**src/tld_pkg.sv**
```systemverilog
// ----------------------------------------------------------------------------
// tld_pkg
// Types, character codes and small helpers shared by the line discipline.
// ----------------------------------------------------------------------------
package tld_pkg;

    localparam logic [7:0] CH_LF       = 8'h0A;
    localparam logic [7:0] CH_CR       = 8'h0D;
    localparam logic [7:0] CH_BS       = 8'h08;
    localparam logic [7:0] CH_SP       = 8'h20;
    localparam logic [7:0] CH_CARET    = 8'h5E;
    localparam logic [7:0] CH_DEL      = 8'h7F;
    localparam logic [7:0] CTRL_OFFSET = 8'h40;

    localparam int CFG_IDX_W  = 3;
    localparam int CFG_DATA_W = 8;
    localparam logic [CFG_IDX_W-1:0] CFG_INPUT_FLAGS = 3'd0;
    localparam logic [CFG_IDX_W-1:0] CFG_LOCAL_FLAGS = 3'd1;
    localparam logic [CFG_IDX_W-1:0] CFG_ERASE_CHAR  = 3'd2;
    localparam logic [CFG_IDX_W-1:0] CFG_EOF_CHAR    = 3'd3;

    localparam logic [1:0] KIND_ECHO  = 2'd0;
    localparam logic [1:0] KIND_DATA  = 2'd1;
    localparam logic [1:0] KIND_BLOCK = 2'd2;
    localparam logic [1:0] KIND_EMPTY = 2'd3;

    localparam int QUEUE_DEPTH = 2;

    typedef struct packed {
        logic [2:0] input_flags;
        logic [4:0] local_flags;
        logic [7:0] erase_char;
        logic [7:0] eof_char;
    } cfg_t;

    typedef enum logic [2:0] {
        PAT_CHAR,
        PAT_CARET,
        PAT_RUBOUT,
        PAT_RUBOUT2,
        PAT_BLOCK,
        PAT_ZERO
    } pat_t;

    typedef enum logic [1:0] {
        B_IDLE,
        B_ECHO,
        B_ERASE,
        B_READ
    } back_state_t;

    typedef struct packed {
        logic       is_read;
        logic       canon;
        logic [7:0] c;
        logic       erase;
        logic       store;
        logic       raise;
        logic       echo_any;
        pat_t       pat;
        logic       erase_echo;
        logic       erase_ctl;
        logic [6:0] count;
    } cmd_t;

    function automatic logic is_control(logic [7:0] b);
        return (b < CH_SP) || (b == CH_DEL);
    endfunction

    function automatic logic [2:0] pat_len(pat_t pat);
        logic [2:0] n;
        case (pat)
            PAT_CARET:   n = 3'd2;
            PAT_RUBOUT:  n = 3'd3;
            PAT_RUBOUT2: n = 3'd6;
            default:     n = 3'd1;
        endcase
        return n;
    endfunction

    function automatic logic [1:0] pat_kind(pat_t pat);
        logic [1:0] k;
        case (pat)
            PAT_BLOCK: k = KIND_BLOCK;
            PAT_ZERO:  k = KIND_EMPTY;
            default:   k = KIND_ECHO;
        endcase
        return k;
    endfunction

    function automatic logic [7:0] pat_value(pat_t pat, logic [2:0] idx, logic [7:0] b);
        logic [7:0] v;
        case (pat)
            PAT_CHAR:    v = b;
            PAT_CARET:   v = (idx == 3'd0) ? CH_CARET : b + CTRL_OFFSET;
            PAT_RUBOUT,
            PAT_RUBOUT2: v = (idx == 3'd1 || idx == 3'd4) ? CH_SP : CH_BS;
            default:     v = 8'h00;
        endcase
        return v;
    endfunction

endpackage

```
**src/tld_front.sv**
```systemverilog
// ----------------------------------------------------------------------------
// tld_front
// Accepts transactions, translates received bytes and classifies them into
// commands for the back end.
// ----------------------------------------------------------------------------
module tld_front #(
    parameter int READ_MAX = 64
) (
    input  tld_pkg::cfg_t cfg,
    input  logic          s_valid,
    output logic          s_ready,
    input  logic          s_operation,
    input  logic [7:0]    s_rx_byte,
    input  logic [6:0]    s_read_count,
    output logic          push_valid,
    output tld_pkg::cmd_t push_cmd,
    input  logic          push_ready
);
    import tld_pkg::*;

    localparam logic [6:0] READ_LIMIT = 7'(READ_MAX);

    logic       drop;
    logic [7:0] c;
    logic       canon;
    logic       erase;
    logic       echo_on;
    logic       skip;
    logic       caret;

    always_comb begin
        c    = s_rx_byte;
        drop = 1'b0;
        if (s_rx_byte == CH_CR) begin
            if (cfg.input_flags[0]) begin
                drop = 1'b1;
            end else if (cfg.input_flags[1]) begin
                c = CH_LF;
            end
        end else if (s_rx_byte == CH_LF) begin
            if (cfg.input_flags[2]) begin
                c = CH_CR;
            end
        end

        canon   = cfg.local_flags[0];
        erase   = canon && cfg.local_flags[2] && (c == cfg.erase_char);
        echo_on = canon && !erase
                  && (cfg.local_flags[1] || (cfg.local_flags[3] && c == CH_LF));
        skip    = echo_on && (c == cfg.eof_char);
        caret   = echo_on && !skip && (c != CH_LF) && is_control(c) && cfg.local_flags[4];

        push_cmd.is_read    = s_operation;
        push_cmd.canon      = canon;
        push_cmd.c          = c;
        push_cmd.erase      = erase;
        push_cmd.store      = !erase && !skip;
        push_cmd.raise      = (c == CH_LF) || (c == cfg.eof_char) || !canon;
        push_cmd.echo_any   = echo_on && !skip;
        push_cmd.pat        = caret ? PAT_CARET : PAT_CHAR;
        push_cmd.erase_echo = cfg.local_flags[1];
        push_cmd.erase_ctl  = cfg.local_flags[4];
        push_cmd.count      = (s_read_count > READ_LIMIT) ? READ_LIMIT : s_read_count;
    end

    assign s_ready    = push_ready;
    assign push_valid = s_valid && (s_operation || !drop);

endmodule

```
**src/tld_cmd_queue.sv**
```systemverilog
// ----------------------------------------------------------------------------
// tld_cmd_queue
// Short command queue between the front end and the back end.
// ----------------------------------------------------------------------------
module tld_cmd_queue (
    input  logic          aclk,
    input  logic          aresetn,
    input  logic          push_valid,
    input  tld_pkg::cmd_t push_cmd,
    output logic          push_ready,
    input  logic          pop,
    output logic          pop_valid,
    output tld_pkg::cmd_t pop_cmd
);
    import tld_pkg::*;

    localparam int PW = $clog2(QUEUE_DEPTH);
    localparam int NW = $clog2(QUEUE_DEPTH + 1);
    localparam logic [NW-1:0] FULL_COUNT = NW'(QUEUE_DEPTH);

    cmd_t          entry_reg [QUEUE_DEPTH];
    logic [PW-1:0] wr_ptr_reg, wr_ptr_next;
    logic [PW-1:0] rd_ptr_reg, rd_ptr_next;
    logic [NW-1:0] count_reg, count_next;
    logic          do_push, do_pop;

    assign push_ready = (count_reg != FULL_COUNT);
    assign pop_valid  = (count_reg != '0);
    assign pop_cmd    = entry_reg[rd_ptr_reg];
    assign do_push    = push_valid && push_ready;
    assign do_pop     = pop && pop_valid;

    always_comb begin
        wr_ptr_next = do_push ? wr_ptr_reg + 1'b1 : wr_ptr_reg;
        rd_ptr_next = do_pop ? rd_ptr_reg + 1'b1 : rd_ptr_reg;
        count_next  = count_reg;
        if (do_push && !do_pop) begin
            count_next = count_reg + 1'b1;
        end else if (do_pop && !do_push) begin
            count_next = count_reg - 1'b1;
        end
    end

    always_ff @(posedge aclk) begin
        if (!aresetn) begin
            wr_ptr_reg <= '0;
            rd_ptr_reg <= '0;
            count_reg  <= '0;
        end else begin
            wr_ptr_reg <= wr_ptr_next;
            rd_ptr_reg <= rd_ptr_next;
            count_reg  <= count_next;
        end
    end

    always_ff @(posedge aclk) begin
        if (do_push) begin
            entry_reg[wr_ptr_reg] <= push_cmd;
        end
    end

endmodule

```
**src/tld_back.sv**
```systemverilog
// ----------------------------------------------------------------------------
// tld_back
// Executes commands: holds the byte FIFO and its counters, produces echo and
// read results into the output register.
// ----------------------------------------------------------------------------
module tld_back #(
    parameter int FIFO_DEPTH = 256
) (
    input  logic          aclk,
    input  logic          aresetn,
    input  logic          cmd_valid,
    input  tld_pkg::cmd_t cmd,
    output logic          cmd_pop,
    output logic          m_valid,
    input  logic          m_ready,
    output logic [1:0]    m_kind,
    output logic [7:0]    m_value,
    output logic          m_last,
    output logic          m_readable,
    output logic          m_overflowed
);
    import tld_pkg::*;

    localparam int AW   = $clog2(FIFO_DEPTH);
    localparam int CW   = $clog2(FIFO_DEPTH + 1);
    localparam int CMPW = (AW + 1 > 7) ? AW + 1 : 7;
    localparam logic [AW-1:0] LAST_IDX  = AW'(FIFO_DEPTH - 1);
    localparam logic [CW-1:0] FULL_FILL = CW'(FIFO_DEPTH);
    localparam logic [AW:0]   DEPTH_W   = (AW + 1)'(FIFO_DEPTH);

    function automatic logic [AW-1:0] inc_idx(logic [AW-1:0] i);
        return (i == LAST_IDX) ? '0 : i + 1'b1;
    endfunction

    function automatic logic [AW-1:0] dec_idx(logic [AW-1:0] i);
        return (i == '0) ? LAST_IDX : i - 1'b1;
    endfunction

    logic [7:0]    mem [FIFO_DEPTH];
    logic [7:0]    rd_data_reg;
    logic [AW-1:0] rd_addr;
    logic          mem_we;

    back_state_t   state_reg, state_next;
    logic [AW-1:0] head_reg, head_next;
    logic [AW-1:0] wr_ptr_reg, wr_ptr_next;
    logic [CW-1:0] fill_reg, fill_next;
    logic [CW-1:0] nl_total_reg, nl_total_next;
    logic [AW-1:0] last_lf_reg, last_lf_next;
    logic          readable_reg, readable_next;
    logic          ovf_reg, ovf_next;
    pat_t          pat_reg, pat_next;
    logic [2:0]    idx_reg, idx_next;
    logic [7:0]    byte_reg, byte_next;
    logic [6:0]    remain_reg, remain_next;
    logic          canon_reg, canon_next;
    logic          erase_echo_reg, erase_echo_next;
    logic          erase_ctl_reg, erase_ctl_next;

    logic          m_valid_reg;
    logic [1:0]    m_kind_reg;
    logic [7:0]    m_value_reg;
    logic          m_last_reg;
    logic          m_readable_reg;
    logic          m_ovf_reg;

    logic          out_free;
    logic          emit;
    logic [1:0]    emit_kind;
    logic [7:0]    emit_value;
    logic          emit_last;

    logic [AW-1:0] tail;
    logic [6:0]    take;
    logic [AW:0]   lf_gap;
    logic          lf_taken;
    logic          read_ra;
    logic          echo_done;
    logic          read_done;
    logic          erase_keep;

    assign out_free = !m_valid_reg || m_ready;
    assign tail     = dec_idx(wr_ptr_reg);
    assign take     = (CMPW'(cmd.count) > CMPW'(fill_reg)) ? 7'(fill_reg) : cmd.count;
    assign lf_gap   = {1'b0, last_lf_reg} - {1'b0, head_reg}
                      + ((last_lf_reg < head_reg) ? DEPTH_W : '0);
    assign lf_taken = CMPW'(lf_gap) < CMPW'(take);

    always_comb begin
        if (cmd.canon) begin
            if (nl_total_reg == '0) begin
                read_ra = 1'b0;
            end else if (nl_total_reg == CW'(1)) begin
                read_ra = !lf_taken;
            end else begin
                read_ra = 1'b1;
            end
        end else begin
            read_ra = (CMPW'(fill_reg) != CMPW'(take));
        end
    end

    assign echo_done  = (idx_reg == pat_len(pat_reg) - 3'd1);
    assign read_done  = (remain_reg == 7'd1) || (canon_reg && rd_data_reg == CH_LF);
    assign erase_keep = (rd_data_reg == CH_LF);

    // next state
    always_comb begin
        state_next = state_reg;
        case (state_reg)
            B_IDLE: begin
                if (cmd_valid) begin
                    if (cmd.is_read) begin
                        if (!readable_reg || take == '0) begin
                            state_next = B_ECHO;
                        end else begin
                            state_next = B_READ;
                        end
                    end else if (cmd.erase) begin
                        state_next = (fill_reg != '0) ? B_ERASE : B_IDLE;
                    end else begin
                        state_next = cmd.echo_any ? B_ECHO : B_IDLE;
                    end
                end
            end
            B_ECHO: begin
                if (out_free && echo_done) begin
                    state_next = B_IDLE;
                end
            end
            B_ERASE: begin
                state_next = (!erase_keep && erase_echo_reg) ? B_ECHO : B_IDLE;
            end
            B_READ: begin
                if (out_free && read_done) begin
                    state_next = B_IDLE;
                end
            end
            default: state_next = B_IDLE;
        endcase
    end

    // datapath and outputs
    always_comb begin
        cmd_pop         = 1'b0;
        mem_we          = 1'b0;
        rd_addr         = head_reg;
        emit            = 1'b0;
        emit_kind       = KIND_ECHO;
        emit_value      = 8'h00;
        emit_last       = 1'b0;
        head_next       = head_reg;
        wr_ptr_next     = wr_ptr_reg;
        fill_next       = fill_reg;
        nl_total_next   = nl_total_reg;
        last_lf_next    = last_lf_reg;
        readable_next   = readable_reg;
        ovf_next        = ovf_reg;
        pat_next        = pat_reg;
        idx_next        = idx_reg;
        byte_next       = byte_reg;
        remain_next     = remain_reg;
        canon_next      = canon_reg;
        erase_echo_next = erase_echo_reg;
        erase_ctl_next  = erase_ctl_reg;
        case (state_reg)
            B_IDLE: begin
                idx_next = 3'd0;
                if (cmd_valid) begin
                    cmd_pop = 1'b1;
                    if (cmd.is_read) begin
                        canon_next  = cmd.canon;
                        remain_next = take;
                        if (!readable_reg) begin
                            pat_next = PAT_BLOCK;
                        end else begin
                            readable_next = read_ra;
                            pat_next      = PAT_ZERO;
                        end
                    end else if (cmd.erase) begin
                        rd_addr         = tail;
                        erase_echo_next = cmd.erase_echo;
                        erase_ctl_next  = cmd.erase_ctl;
                    end else begin
                        if (cmd.store) begin
                            if (fill_reg == FULL_FILL) begin
                                ovf_next = 1'b1;
                            end else begin
                                mem_we      = 1'b1;
                                wr_ptr_next = inc_idx(wr_ptr_reg);
                                fill_next   = fill_reg + 1'b1;
                                if (cmd.c == CH_LF) begin
                                    nl_total_next = nl_total_reg + 1'b1;
                                    last_lf_next  = wr_ptr_reg;
                                end
                            end
                        end
                        if (cmd.raise) begin
                            readable_next = 1'b1;
                        end
                        pat_next  = cmd.pat;
                        byte_next = cmd.c;
                    end
                end
            end
            B_ECHO: begin
                emit_kind  = pat_kind(pat_reg);
                emit_value = pat_value(pat_reg, idx_reg, byte_reg);
                emit_last  = echo_done;
                if (out_free) begin
                    emit     = 1'b1;
                    idx_next = idx_reg + 3'd1;
                end
            end
            B_ERASE: begin
                idx_next = 3'd0;
                if (!erase_keep) begin
                    fill_next   = fill_reg - 1'b1;
                    wr_ptr_next = tail;
                    pat_next    = (erase_ctl_reg && is_control(rd_data_reg))
                                  ? PAT_RUBOUT2 : PAT_RUBOUT;
                end
            end
            B_READ: begin
                emit_kind  = KIND_DATA;
                emit_value = rd_data_reg;
                emit_last  = read_done;
                if (out_free) begin
                    emit        = 1'b1;
                    head_next   = inc_idx(head_reg);
                    rd_addr     = inc_idx(head_reg);
                    fill_next   = fill_reg - 1'b1;
                    remain_next = remain_reg - 7'd1;
                    if (rd_data_reg == CH_LF) begin
                        nl_total_next = nl_total_reg - 1'b1;
                    end
                end
            end
            default: begin
                idx_next = 3'd0;
            end
        endcase
    end

    always_ff @(posedge aclk) begin
        if (!aresetn) begin
            state_reg    <= B_IDLE;
            head_reg     <= '0;
            wr_ptr_reg   <= '0;
            fill_reg     <= '0;
            nl_total_reg <= '0;
            readable_reg <= 1'b0;
            ovf_reg      <= 1'b0;
            m_valid_reg  <= 1'b0;
        end else begin
            state_reg    <= state_next;
            head_reg     <= head_next;
            wr_ptr_reg   <= wr_ptr_next;
            fill_reg     <= fill_next;
            nl_total_reg <= nl_total_next;
            readable_reg <= readable_next;
            ovf_reg      <= ovf_next;
            if (emit) begin
                m_valid_reg <= 1'b1;
            end else if (m_ready) begin
                m_valid_reg <= 1'b0;
            end
        end
    end

    always_ff @(posedge aclk) begin
        last_lf_reg    <= last_lf_next;
        pat_reg        <= pat_next;
        idx_reg        <= idx_next;
        byte_reg       <= byte_next;
        remain_reg     <= remain_next;
        canon_reg      <= canon_next;
        erase_echo_reg <= erase_echo_next;
        erase_ctl_reg  <= erase_ctl_next;
        if (emit) begin
            m_kind_reg     <= emit_kind;
            m_value_reg    <= emit_value;
            m_last_reg     <= emit_last;
            m_readable_reg <= readable_reg;
            m_ovf_reg      <= ovf_reg;
        end
    end

    always_ff @(posedge aclk) begin
        if (mem_we) begin
            mem[wr_ptr_reg] <= cmd.c;
        end
        rd_data_reg <= mem[rd_addr];
    end

    assign m_valid      = m_valid_reg;
    assign m_kind       = m_kind_reg;
    assign m_value      = m_value_reg;
    assign m_last       = m_last_reg;
    assign m_readable   = m_readable_reg;
    assign m_overflowed = m_ovf_reg;

endmodule

```
**src/tty_line_discipline_top.sv**
```systemverilog
// ----------------------------------------------------------------------------
// tty_line_discipline_top
// Terminal input line discipline: translation, erase, echo, input FIFO and
// read requests.
// ----------------------------------------------------------------------------
// The front end takes one transaction per cycle while its two-entry command
// queue has room; a dropped CR costs the back end nothing. The back end runs
// one command at a time: a received byte echoes up to two characters, an
// erase of a non-empty buffer reads its last byte and echoes up to six
// characters, and a read sets up the FIFO read address and then returns the
// requested bytes through the single read port of the byte FIFO. A
// would-block or empty read gives a single status result. Results stall only
// on m_ready; the FIFO needs no clearing after reset.
module tty_line_discipline_top #(
    parameter int FIFO_DEPTH = 256,
    parameter int READ_MAX   = 64
) (
    input  logic                            aclk,
    input  logic                            aresetn,
    input  logic                            cfg_wr_en,
    input  logic [tld_pkg::CFG_IDX_W-1:0]   cfg_index,
    input  logic [tld_pkg::CFG_DATA_W-1:0]  cfg_data,
    input  logic                            s_valid,
    output logic                            s_ready,
    input  logic                            s_operation,
    input  logic [7:0]                      s_rx_byte,
    input  logic                            s_chunk_last,
    input  logic [6:0]                      s_read_count,
    output logic                            m_valid,
    input  logic                            m_ready,
    output logic [1:0]                      m_kind,
    output logic [7:0]                      m_value,
    output logic                            m_last,
    output logic                            m_readable,
    output logic                            m_overflowed
);
    import tld_pkg::*;

    cfg_t cfg_reg;
    logic push_valid, push_ready;
    cmd_t push_cmd;
    logic pop, pop_valid;
    cmd_t pop_cmd;

    always_ff @(posedge aclk) begin
        if (!aresetn) begin
            cfg_reg.input_flags <= 3'd2;
            cfg_reg.local_flags <= 5'd23;
            cfg_reg.erase_char  <= 8'd127;
            cfg_reg.eof_char    <= 8'd4;
        end else if (cfg_wr_en) begin
            case (cfg_index)
                CFG_INPUT_FLAGS: cfg_reg.input_flags <= cfg_data[2:0];
                CFG_LOCAL_FLAGS: cfg_reg.local_flags <= cfg_data[4:0];
                CFG_ERASE_CHAR:  cfg_reg.erase_char  <= cfg_data;
                CFG_EOF_CHAR:    cfg_reg.eof_char    <= cfg_data;
                default:         cfg_reg             <= cfg_reg;
            endcase
        end
    end

    tld_front #(
        .READ_MAX (READ_MAX)
    ) u_front (
        .cfg          (cfg_reg),
        .s_valid      (s_valid),
        .s_ready      (s_ready),
        .s_operation  (s_operation),
        .s_rx_byte    (s_rx_byte),
        .s_read_count (s_read_count),
        .push_valid   (push_valid),
        .push_cmd     (push_cmd),
        .push_ready   (push_ready)
    );

    tld_cmd_queue u_queue (
        .aclk       (aclk),
        .aresetn    (aresetn),
        .push_valid (push_valid),
        .push_cmd   (push_cmd),
        .push_ready (push_ready),
        .pop        (pop),
        .pop_valid  (pop_valid),
        .pop_cmd    (pop_cmd)
    );

    tld_back #(
        .FIFO_DEPTH (FIFO_DEPTH)
    ) u_back (
        .aclk         (aclk),
        .aresetn      (aresetn),
        .cmd_valid    (pop_valid),
        .cmd          (pop_cmd),
        .cmd_pop      (pop),
        .m_valid      (m_valid),
        .m_ready      (m_ready),
        .m_kind       (m_kind),
        .m_value      (m_value),
        .m_last       (m_last),
        .m_readable   (m_readable),
        .m_overflowed (m_overflowed)
    );

    // status-only results are single and carry no byte
    assert property (@(posedge aclk) disable iff (!aresetn)
        m_valid && (m_kind == KIND_BLOCK || m_kind == KIND_EMPTY) |-> m_last && m_value == 8'h00)
        else $error("status result not single or carries data");

    // would-block is only reported while input is not readable
    assert property (@(posedge aclk) disable iff (!aresetn)
        m_valid && m_kind == KIND_BLOCK |-> !m_readable)
        else $error("would-block while readable");

    // overflow flag is sticky across results
    assert property (@(posedge aclk) disable iff (!aresetn)
        $past(aresetn) && $past(m_valid && m_overflowed) && m_valid |-> m_overflowed)
        else $error("overflow flag cleared");

    // a waiting result holds its payload until accepted
    assert property (@(posedge aclk) disable iff (!aresetn)
        m_valid && !m_ready |=> m_valid && $stable(m_kind) && $stable(m_value)
        && $stable(m_last) && $stable(m_readable) && $stable(m_overflowed))
        else $error("result changed while waiting");

endmodule

```
**config.mk**
```make
export PLATFORM = sky130hd
export DESIGN_NAME = tty_line_discipline_top
export DESIGN_NICKNAME = d
export VERILOG_FILES = /design/src/tld_pkg.sv /design/src/tld_front.sv /design/src/tld_cmd_queue.sv /design/src/tld_back.sv /design/src/tty_line_discipline_top.sv
export SDC_FILE = /design/constraint.sdc
export NUM_CORES = 2
export LEC_CHECK = 0
export BUFFER_PORTS_ARGS = -buffer_cell sky130_fd_sc_hd__buf_2
export CAP_MARGIN = 20
export CORE_UTILIZATION = 55
export CTS_CLUSTER_SIZE = 40
export DETAILED_ROUTE_END_ITERATION = 10
export PLACE_DENSITY = 0.75
export SLEW_MARGIN = 15
export SYNTH_ARGS = -nofsm -noshare
export SYNTH_HDL_FRONTEND = slang
export SYNTH_SLANG_ARGS = --single-unit
```
**constraint.sdc**
```tcl
create_clock -name aclk -period 4.6 [get_ports aclk]
set_input_delay 1.38 -clock aclk [delete_from_list [all_inputs] [get_ports aclk]]
set_output_delay 1.38 -clock aclk [all_outputs]
set_load 0.01 [all_outputs]
```
; After elaboration in Yosys (flattened, before gate mapping)
; Memories as Yosys holds them, arrays and structs flattened. A register that Yosys moved wholly into a read port is not among the register bits.
; Index checks and enable logic that the tools add are counted.
[word_totals]
rom_bits = 0
ff_bits = 112
memories = 2
mem_bits_rw = 2096
latch_bits = 0
[classes]
n_mux = 101
n_reduce_logical = 77
n_bitwise = 3
eq_ne = 46
magnitude_cmp = 6
add_sub_neg = 17
n_shift = 0
n_mul = 0
div = 0
[memory_table]
columns = name, depth, word_bits, rd, rd_clocked_by_memory_dff, write_ports, line
row1 = u_back.mem, 256, 8, 1, 1, 1, tld_back.sv:39  ; logic [7:0] mem [FIFO_DEPTH];
row2 = u_queue.entry_reg, 2, 24, 1, 1, 1, tld_cmd_queue.sv:21  ; cmd_t entry_reg [QUEUE_DEPTH];
[ops]
columns = cell, count
row1 = 2-to-1 mux 8 bit, 19
row2 = 2-to-1 mux 9 bit, 16
row3 = one-hot mux 8 bit (2 select lines), 3
row4 = "== test 8 x 4 -> 1 bit, second input constant", 5
row5 = 2-to-1 mux 7 bit, 5
row6 = 2-to-1 mux 1 bit, 32
row7 = one-hot mux 9 bit (3 select lines), 1
row8 = one-hot mux 8 bit (3 select lines), 1
row9 = logical AND 1 bit, 21
row10 = AND reduction 4 bit, 5
row11 = "adder 9 x 1 -> 9 bit, second input constant", 2
row12 = 2-to-1 mux 2 bit, 9
row13 = one-hot mux 9 bit (2 select lines), 1
row14 = "subtractor 9 x 1 -> 9 bit, second input constant", 2
row15 = "adder 8 x 1 -> 8 bit, second input constant", 2
row16 = "== test 8 x 7 -> 1 bit, second input constant", 2
row17 = == test 8 bit, 2
row18 = "== test 8 bit, second input constant", 2
row19 = "less-than comparator 8 x 6 -> 1 bit, second input constant", 2
row20 = "!= test 2 bit, second input constant", 8
row21 = 2-to-1 mux 3 bit, 5
row22 = "!= test 2 x 1 -> 1 bit, second input constant", 7
row23 = one-hot mux 7 bit (2 select lines), 1
row24 = AND reduction 7 bit, 2
row25 = other kinds (49), 95

; Logic depth before layout (Yosys ltp)
[depth]
ltp_word = 15
mapped_depth = 21

; Modules after synthesis
; Synthesis repeated with hierarchy kept, for this count alone.
[hier_totals]
cells_unflattened = 6738
hier_area_um2 = 90350.4
[modules_own_cells]
columns = mod, area_per_inst_um2, instances, seq_area_each_um2, cells_per_inst
row1 = tld_back, 86615.6, 1, 63791.2, 6447
row2 = tld_cmd_queue, 2112.0, 1, 1661.6, 105
row3 = tty_line_discipline_top, 1019.7, 1, 480.5, 98
row4 = tld_front, 603.1, 1, 0.0, 88

; Least setup slack after synthesis
; No wires, ideal clock.
[synth_path]
path_type = reg-to-reg
startpoint = register (tool-made name)
endpoint = register u_back.nl_total_reg[3]
setup_slack_ps = 80
period_less_slack_ps = 4520
arrival_time_ps = 4392
setup_time_ps = 128
path_stages_with_launch = 11
cell_sequence = dfxtp_1 > buf_2 > buf_1 > mux2_2 > nand2b_1 > or4b_2 > a211o_1 > clkbuf_1 > a21oi_1 > xnor2_1 > nor2_1
[synth_rtl]
columns = element, line
row1 = end signal: assignment, tld_back.sv:260  ; nl_total_reg <= nl_total_next;
row2 = end: declaration, tld_back.sv:48  ; logic [CW-1:0] nl_total_reg, nl_total_next;

==> metrics.md <==
| Metric | Value |
|---|---|
| Outcome | `finished clean` |
| # rows | `147` |
| Power, Total | `52.6 mW` |
| CP max stage delay | `0.55 ns` |
| Slowest cell on crit path | `or3b_2` |
| Hold_ws | `0.436 ns` |
| Post-Syn Area per Cell | `16.0 um2` |
| Leakage | `34.1 nW` |
| Pre-antenna DRT Iters | `7` |
| Hold Fails Final Rpt | `0` |
| Antenna violations before repair | `9` |
| Worst EP arrival | `5.28 ns` |
| Post-synthesis sequential area ratio | `74.1%` |
| FF-to-FF path depth | `15` |
| Reg clk slew, reported paths | `0.06 ns` |
| Wire per inst | `29.4 um` |
| DRT antenna net count | `0` |
| Cells along the critical path | `or3b_2 -> a211oi_2 -> o22ai_2 -> a211oi_4 -> buf_12 -> buf_12 -> buf_16 -> buf_12 -> mux4_2 -> and2_1 -> a21oi_1 -> nand4_1 -> o311ai_1 -> buf_4 -> o31ai_1` |
| Slew @ Worst Pin | `1.30 ns` |
| Hold Path Origin | `u_back.ovf_reg` |
| Most frequent cells in the layout | `edfxtp_1 (2141), nand2_1 (898), buf_4 (504)` |
| Finish-stage setup viols | `0` |
| Peak supply drop | `0.480 mV` |
| Worst Setup Start Kind | `register` |
| Worst r2r src | `u_queue.entry_reg[0][23]` |
| Routed Wire Length | `248 mm` |
| Total GRT Usage | `30.3%` |
| Layout Nets | `6157` |
| Final worst path period share | `99.2%` |
| Latest clock arrival within the worst-skew pair | `0.87 ns` |
| Maximum fanout along the worst path | `17` |
| Final Max Tran Viols | `0` |
| Layout cells sized above 1 | `21.7%` |
| I/O pin cnt | `48` |
| Reg2reg end | `u_back.rd_data_reg[3]` |
| Kind of critical path | `register to register` |
| Rel. slew slack | `13.5%` |
| Synth async-reset ratio | `0%` |
| CP dominant cell by count | `buf_12` |
| CP required | `5.32 ns` |
| CTS tree | `built` |
| Max cap viols | `0` |
| Initial drt markers | `8916` |
| Final cell count without fillers | `8431` |
| DRC errors left | `0` |
| First-pass GRT wire length | `358 mm` |
| Clock Path Buffers | `3` |
| Via density | `6.50` |
| Port buffer count | `46` |
| Largest net degree at the start of global routing | `227` |
| Total CTS buffers | `212` |
| Setup slack, reg-to-reg | `0.04 ns` |
| Post-synth cell types | `83` |
| Starting Density | `55.3%` |
| Hold path endpoint | `u_back.m_overflowed` |
| Routability cong. | `0.963` |
| Tmin final | `4.56 ns` |
| Area delta synth->final | `16.2%` |
| Via count | `54800` |
| Vias in the first global route | `53500` |
| Synth Register Bits | `2217` |
| # clock sinks | `2217` |
| Core area | `160000 um2` |
| Post-synth top flop | `edfxtp_1` |
| Hold depth | `0` |
| Die ar. | `163000 um2` |
| Max Fclk | `0.219 GHz` |
| H-tree Lvls | `4` |
| Power Dens Cells | `510 nW/um2` |
| Die Span X | `404 um` |
| Ys Warns | `0` |
| Cell count after synthesis | `5556` |
| Detailed placement HPWL | `157 mm` |
| Max reg flops | `2048` |
| Clock Skews | `0.0339 ns` |
| Most common cell after layout, fill and taps aside | `edfxtp_1` |
| Dpl cells | `8001` |
| Top delay family on crit path | `compound AO/OA/AOI/OAI gates` |
| Critical path buffer and inverter count | `5` |
| Hold Crit Class | `register to register` |
| GRT overflow | `0` |
| Mapped Area | `88800 um2` |
| Crit end category | `register` |
| Post-CTS Hold Buffers | `0` |
| Syn nets | `5639` |
| Root Driver | `clkbuf_16` |
| Die H | `404 um` |
| EDFF count, synth | `2141` |
[repair_timing]
item / 4_1_cts / 5_1_grt
cloned: 0 / 1
endpoints found under the setup margin: 8 / 9
pin swaps: 2 / 6
gates resized for setup: 6 / 21
setup buffers: 3 / 13
endpoints found under the hold margin: 0 / 0
[synth_stat cells, types with 24 or more instances]
master    number  area, um2
edfxtp_1    2141      64300
nand2_1      906       3400
nor2_1       343       1290
mux4_2       315       7090
nand3_1      266       1330
a21oi_1      205       1030
clkbuf_1     192        721
a22oi_1      107        803
dfxtp_1       76       1520
o21ai_0       68        340
buf_2         67        335
nand4_1       66        413
and3_1        58        363
mux2i_1       55        551
inv_1         51        191
ha_1          48        601
buf_1         47        176
nor3_1        40        200
a31oi_1       38        238
a221oi_1      36        315
a311oi_1      36        315
xnor2_1       31        272
nor4_1        30        188
a211oi_1      27        203
xor2_1        24        210
[logic make-up (layout without fill, tap and decap cells)]
| logic type | after synthesis | count (layout) | share of synthesized area [%] |
|---|---|---|---|
| other cells | 0 | 9 | 0 |
| fa+ha+maj | 51 | 51 | 0.733 |
| buf+inv | 385 | 1091 | 1.90 |
| compound gates | 661 | 661 | 5.01 |
| mux | 391 | 391 | 8.88 |
| xor+xnor | 55 | 55 | 0.543 |
| simple gates | 1796 | 1796 | 8.79 |
| flops | 2217 | 2217 | 74.1 |
[layer usage]
metal,share of wire (%),wire length (um),GRT usage [%],vias up
met5,0.031,78,0,-
met4,5.5,13800,15.2,7
met3,12,30400,7.44,721
met2,47,116000,47.3,4009
met1,35,87500,40.1,27400
li1,-,-,-,22600
[final cells by class]
class | count | area [um2]
clock buffer | 256 | 5560
tap | 2160 | 2700
fill | 10700 | 57200
inverter | 52 | 195
sequential | 2217 | 65800
timing repair buffer | 637 | 5720
clock inverter | 146 | 1450
antenna | 9 | 22.5
multi-input combinational | 2954 | 21700
[stage by stage]
stage                     utilization [%]  TNS [ns]  setup slack, ns  area [um2]
final                                64.3         0           0.0380      103000
after floorplan                         -         0           0.0799       88800
after detailed placement             59.7     -6.34           -0.927       95800
after global routing                 64.3   -0.0612          -0.0178      103000
after CTS                            64.1         0          0.00279      103000
after global placement               59.7     -5.01           -0.741       95800
[worst max path at each step]
stage	from	endpoint	slack, ns	cells past startpoint
6_report	u_queue.entry_reg[0][23]	u_back.rd_data_reg[3]	0.04	15
3_5_place_dp	m_ready	u_back.rd_data_reg[1]	-0.93	14
3_3_place_gp	m_ready	u_back.rd_data_reg[1]	-0.74	14
2_1_floorplan	register	u_back.nl_total_reg[3]	0.08	10
5_1_grt	u_queue.entry_reg[0][23]	u_back.rd_data_reg[0]	-0.02	15
4_1_cts	u_back.state_reg[0]	u_back.rd_data_reg[1]	0.003	16
[power by group]
part	leakage, nW	switching [mW]	internal [mW]	total [mW]
logic	10.8	6.96	3.74	10.7
clock network	3.44	7.65	9.94	17.6
registers	19.9	0.299	24.0	24.3
Note: power is estimated with default switching activity, not from simulation.
